File: config.mk
export PLATFORM = sky130hd
export DESIGN_NAME = srma_ctrl
export DESIGN_NICKNAME = d
export VERILOG_FILES = /design/src/rtl/srma_pkg.sv /design/src/rtl/srma_ctrl.sv
export SDC_FILE = /design/constraint.sdc
export NUM_CORES = 1
export LEC_CHECK = 0
export ABC_AREA = 0
export BUFFER_PORTS_ARGS = -buffer_cell sky130_fd_sc_hd__buf_2
export CORE_AREA = 2 2 43 45
export CTS_BUF_LIST = sky130_fd_sc_hd__clkbuf_4
export DETAILED_ROUTE_END_ITERATION = 16
export DIE_AREA = 0 0 45 47
export PLACE_DENSITY = 0.83
export SLEW_MARGIN = 25
export SYNTH_ARGS = -nofsm -noshare
export SYNTH_HDL_FRONTEND = slang
export SYNTH_SLANG_ARGS = --single-unit
File: constraint.sdc
create_clock -name clk -period 1.5 [get_ports clk]
set_input_delay 0.3 -clock clk [delete_from_list [all_inputs] [get_ports clk]]
set_output_delay 0.3 -clock clk [all_outputs]
set_load 0.05 [all_outputs]
File: src/rtl/srma_pkg.sv
// Package for the sparse row merge accumulate unit.
// Holds command and kind codes, the controller state type and the
// controller/datapath command and status structs. No dependencies.
package srma_pkg;

  localparam logic [1:0] CMD_ELEM   = 2'd0;
  localparam logic [1:0] CMD_EMPTY  = 2'd1;
  localparam logic [1:0] CMD_FINISH = 2'd2;

  localparam logic [1:0] KIND_ELEM = 2'd0;
  localparam logic [1:0] KIND_END  = 2'd1;
  localparam logic [1:0] KIND_DONE = 2'd2;

  // default quiet NaN for an invalid add
  localparam logic [31:0] QNAN_DEFAULT = 32'hFFC00000;

  typedef enum logic [3:0] {
    ST_IDLE,
    ST_DISP,
    ST_M_RD,
    ST_M_CMP,
    ST_M_ADD,
    ST_M_FIN,
    ST_C_RD,
    ST_C_CMP,
    ST_SWAP,
    ST_BEGIN,
    ST_APPLY,
    ST_E_RD,
    ST_E_OUT,
    ST_E_END,
    ST_DONE
  } state_t;

  typedef struct packed {
    logic latch_in;
    logic push_old;
    logic push_in;
    logic push_sum;
    logic op_inc;
    logic fadd_start;
    logic swap;
    logic seg_set;
    logic apply_begin;
    logic emit_clear;
    logic load_elem;
    logic load_end;
    logic load_done;
    logic reset_all;
  } dp_cmd_t;

  typedef struct packed {
    logic [1:0] cmd;
    logic       last;
    logic       seg_open;
    logic       row_open;
    logic       row_diff;
    logic       op_lt;
    logic       col_lt;
    logic       col_eq;
    logic       sum_done;
    logic       oslot;
  } dp_stat_t;

endpackage

File: src/rtl/srma_ctrl.sv
// Controller state machine for the sparse row merge accumulate unit.
// Sequences merge, close, emit and finish steps. Uses srma_pkg.
module srma_ctrl (
  input  logic               clk,
  input  logic               rst,
  input  logic               in_valid,
  output logic               in_stall,
  input  srma_pkg::dp_stat_t stat,
  output srma_pkg::dp_cmd_t  cmd
);
  import srma_pkg::*;

  state_t state, state_next;

  // state register
  always_ff @(posedge clk) begin
    if (rst) begin
      state <= ST_IDLE;
    end else begin
      state <= state_next;
    end
  end

  // next state and commands
  always_comb begin
    state_next = state;
    cmd        = '0;
    in_stall   = (state != ST_IDLE);
    unique case (state)
      ST_IDLE: begin
        if (in_valid) begin
          cmd.latch_in = 1'b1;
          state_next   = ST_DISP;
        end
      end
      ST_DISP: begin
        unique case (stat.cmd)
          CMD_ELEM:   state_next = stat.seg_open ? ST_M_RD : ST_BEGIN;
          CMD_EMPTY:  state_next = stat.seg_open ? ST_C_RD : ST_BEGIN;
          CMD_FINISH: state_next = stat.seg_open ? ST_C_RD : ST_E_RD;
          default:    state_next = ST_IDLE;
        endcase
      end
      ST_M_RD: begin
        state_next = ST_M_CMP;
      end
      ST_M_CMP: begin
        if (stat.op_lt && stat.col_lt) begin
          cmd.push_old = 1'b1;
          cmd.op_inc   = 1'b1;
          state_next   = ST_M_RD;
        end else if (stat.op_lt && stat.col_eq) begin
          cmd.fadd_start = 1'b1;
          state_next     = ST_M_ADD;
        end else begin
          cmd.push_in = 1'b1;
          state_next  = ST_M_FIN;
        end
      end
      ST_M_ADD: begin
        if (stat.sum_done) begin
          cmd.push_sum = 1'b1;
          cmd.op_inc   = 1'b1;
          state_next   = ST_M_FIN;
        end
      end
      ST_M_FIN: begin
        state_next = stat.last ? ST_C_RD : ST_IDLE;
      end
      ST_C_RD: begin
        state_next = stat.op_lt ? ST_C_CMP : ST_SWAP;
      end
      ST_C_CMP: begin
        cmd.push_old = 1'b1;
        cmd.op_inc   = 1'b1;
        state_next   = ST_C_RD;
      end
      ST_SWAP: begin
        cmd.swap = 1'b1;
        unique case (stat.cmd)
          CMD_EMPTY:  state_next = ST_BEGIN;
          CMD_FINISH: state_next = ST_E_RD;
          default:    state_next = ST_IDLE;
        endcase
      end
      ST_BEGIN: begin
        state_next = (stat.row_open && stat.row_diff) ? ST_E_RD : ST_APPLY;
      end
      ST_APPLY: begin
        cmd.apply_begin = 1'b1;
        if (stat.cmd == CMD_ELEM) begin
          cmd.seg_set = 1'b1;
          state_next  = ST_M_RD;
        end else begin
          state_next = ST_IDLE;
        end
      end
      ST_E_RD: begin
        state_next = stat.op_lt ? ST_E_OUT : ST_E_END;
      end
      ST_E_OUT: begin
        if (stat.oslot) begin
          cmd.load_elem = 1'b1;
          cmd.op_inc    = 1'b1;
          state_next    = ST_E_RD;
        end
      end
      ST_E_END: begin
        if (stat.oslot) begin
          cmd.load_end   = 1'b1;
          cmd.emit_clear = 1'b1;
          state_next     = (stat.cmd == CMD_FINISH) ? ST_DONE : ST_APPLY;
        end
      end
      ST_DONE: begin
        if (stat.oslot) begin
          cmd.load_done = 1'b1;
          cmd.reset_all = 1'b1;
          state_next    = ST_IDLE;
        end
      end
      default: begin
        state_next = ST_IDLE;
      end
    endcase
  end

endmodule

==> results.toml <==
[timing]
final_hold_viol_count = 0
rsz_0062_raised_after_global_routing = "yes"
worstMarginPinSlew_ns = 0.462
timing.fmax_mhz = 574
min_period_ns = 1.74
finalClockSkew_ns = 0.00425
drv_slew = 0
final.setup.tns_ns = -3.06
finalWorstSetupSlack_ns = -0.242
worst_slew_margin_rel = 0.690
final_min_period_over_clock_period = 1.16
timing.final.setup_violations = 19

[die]
die_area_sq_um = 2120
chipHeight_microns = 47
core_area_sq_um = 1650
floorplan.rows = 15
num_io_pins = 29
initial_core_util = 0.416
die_w_microns = 45

[final_layout]
antenna-diode-count = 0
finalNetCount = 174
utilization = 0.919
biggestRegsByFlops = "state: 4 flops"
registers.top_by_ff_count = "state"
fin_cells = 172
largest_register_ffs = 4
fraction_of_final_layout_cells_with_drive_strength_greater_than_1 = 0.716
flow.area_growth_from_synthesis_pct = 121

[synth]
ys_seq_area_frac = 0.117
synth.net_count = 109
yosys-top-cells-count = "7 x sky130_fd_sc_hd__a21oi_1, 5 x sky130_fd_sc_hd__nand2b_1, 5 x sky130_fd_sc_hd__nor2_1"
most_instantiated_flip_flop_cell_in_the_synthesis_netlist = "sky130_fd_sc_hd__dfxtp_1"
post_synthesis_compound_gate_area_fraction = 0.273
synth_warnings = 0
synth_adder_area_share = 0.0729
count_leader_synth = "sky130_fd_sc_hd__a21oi_1"
synth_top_cell_area_share = 0.117
dominant_combinational_cell_family_by_area_after_synthesis = "simple AND/OR/NAND/NOR gates"
library_cell_with_the_largest_summed_area_after_synthesis = "sky130_fd_sc_hd__dfxtp_1"
yosys-top-cells-area = "sky130_fd_sc_hd__dfxtp_1 12%, sky130_fd_sc_hd__ha_1 7.3%, sky130_fd_sc_hd__a21oi_1 5.1%, sky130_fd_sc_hd__nand2b_1 4.6%, sky130_fd_sc_hd__buf_4 4.4%"
ys_async_sr_fraction = 0
yosys.area_share.simple = 0.424
synth_xor_area_frac = 0
synthesis.instances = 91
post_synth_instance_area_sq_um = 687
synthDistinctLibCells = 44
synth-seq-cells = 4
synth_enable_flop_cells = 0
multiplexer_share_of_the_synthesized_area = 0.0146
post_synth.cell_area_avg_sq_um = 7.55

[detailed_routing]
drt_first_pass_iters = 4
drc = 0
average_wire_per_cell_in_the_routed_design_microns = 19.1
detail_route.wirelength_microns = 3290
detail_route.iter0.violations = 37
detailroute.via_count = 1036
detail-route-antenna-nets = 0
drt-vias-per-instance = 6.02

[place]
routability_cong = 0.860
dp_hpwl_microns = 1800
dp_worst_setup_slack_ns = -0.161
buffer_ports.inserted = 28
place.detailed.instances = 152

[critical_path]
required_time_of_the_critical_path_ns = 1.20
max_stage_delay_ns = 0.58
startpoint_type = "flip-flop"
path_class = "flip-flop to output port"
cells_along_the_critical_path = "or4_4 -> nor2_4 -> buf_6"
worst-path-max-fanout = 6
cp_num_buf_inv = 1
setup.worst_path.end_class = "output port"
critical_path.slowest_cell = "sky130_fd_sc_hd__or4_4"
critical-path-top-delay-family = "simple AND/OR/NAND/NOR gates"
worst_ep_arrival_time_ns = 1.44

[power_and_ir_drop]
power.density_cell_area_nw_per_um2 = 1390
p_leak_uw = 0.000651
power.ir.vdd_worst_mv = 1.23

[global_routing]
grt_start_max_net_pins = 11
antenna_violations_before_repair = 0
first_global_vias = 980
grt_pass1_wl_microns = 4640
global_route.usage.total = 0.304
gr-total-overflow = 0

[run_status]
violations = "negative setup slack"
outcome = "complete, but fails checks"

[cts]
cts_buffers = 3
clk-insertion-delay-late_ns = 0.24
clk_tree_root_cell = "sky130_fd_sc_hd__clkbuf_4"
cts-hold-fix-buffers = 0
cts_tree = "done"
clock_sinks = 4
h-tree-depth = 1
clkSlewWorstSetupHoldPaths_ns = 0.04
cts_buffer_depth = 2

[run]
drv_cap = 0

[min_path]
min_path_type = "input pin to flip-flop"
[stage by stage]
step	power (uW)	cell area (sq um)	hold slack, ns
6_report	2110	1520	0.287
5_1_grt	2190	1520	0.286
4_1_cts	1970	1470	0.287
3_5_place_dp	1450	1140	0.531
3_3_place_gp	1430	1140	0.526
2_1_floorplan	1130	876	0.359
[logic make-up (layout without fill, tap and decap cells)]
| group | after synthesis | count (layout) |
|---|---|---|
| AOI/OAI and AO/OA | 25 | 25 |
| and+or+nand+nor | 44 | 44 |
| buffers and inverters | 13 | 77 |
| muxes | 1 | 1 |
| DFF | 4 | 4 |
| adders and majority gates | 4 | 4 |
[worst reg2reg max path, delay by kind of cell, from the launching register on]
family | cells | cell delay, ns
simple gates | 2 | 0.62
flops | 1 | 0.36
compound gates | 2 | 0.31
buf+inv | 2 | 0.25
[final cells by class]
cell class                      count  area, sq um
Multi-Input combinational cell     74          744
Timing Repair Buffer               68          611
Fill cell                          65          134
Sequential cell                     4         92.6
Clock buffer                        4         30.0
Tap cell                           17         21.3
Inverter                            5         18.8
[placed cells by master, fill, tap and decap left out, types with 4 or more instances in the layout]
cell type	Yosys	routed
sky130_fd_sc_hd__nand2_1	4	4
sky130_fd_sc_hd__buf_2	3	13
sky130_fd_sc_hd__buf_4	4	31
sky130_fd_sc_hd__buf_6	0	14
sky130_fd_sc_hd__a21oi_1	7	5
sky130_fd_sc_hd__buf_8	0	9
sky130_fd_sc_hd__clkbuf_4	0	4
sky130_fd_sc_hd__inv_1	4	4
[report_power, final]
group          total [uW]  switching (uW)  internal, uW
combinational        1710             860           845
clock                 167            48.6           118
sequential            239            84.2           155
total                2110             993          1120
[worst paths after layout]
path | startpoint | to | slack (ns) | cells after the start
setup / recovery | state[3]$_SDFFE_PP0P_ | cmd[13] | -0.24 | 3
setup reg to reg | state[2]$_SDFFE_PP0P_ | state[1]$_SDFFE_PP0P_ | -0.17 | 6
hold reg to reg | state[0]$_SDFFE_PP0P_ | state[0]$_SDFFE_PP0P_ | 0.78 | 3
hold / removal | rst | state[0]$_SDFFE_PP0P_ | 0.29 | 2
[what timing repair did]
item | 4_1_cts | 5_1_grt
buffers inserted | 13 | 3
pin swaps | 11 | 6
endpoints found under the setup margin | 19 | 19
endpoints found under the hold margin | 0 | 0
resized for setup | 56 | 6
[layer usage]
metal	vias to the layer above	global-route usage	part of all wire
met2	55	0.574	0.54
met5	-	0	0
met4	0	0.0824	0.018
met3	8	0.0500	0.060
met1	502	0.353	0.38
li1	471	-	-
No activity file was read; power rests on OpenSTA's default activity.
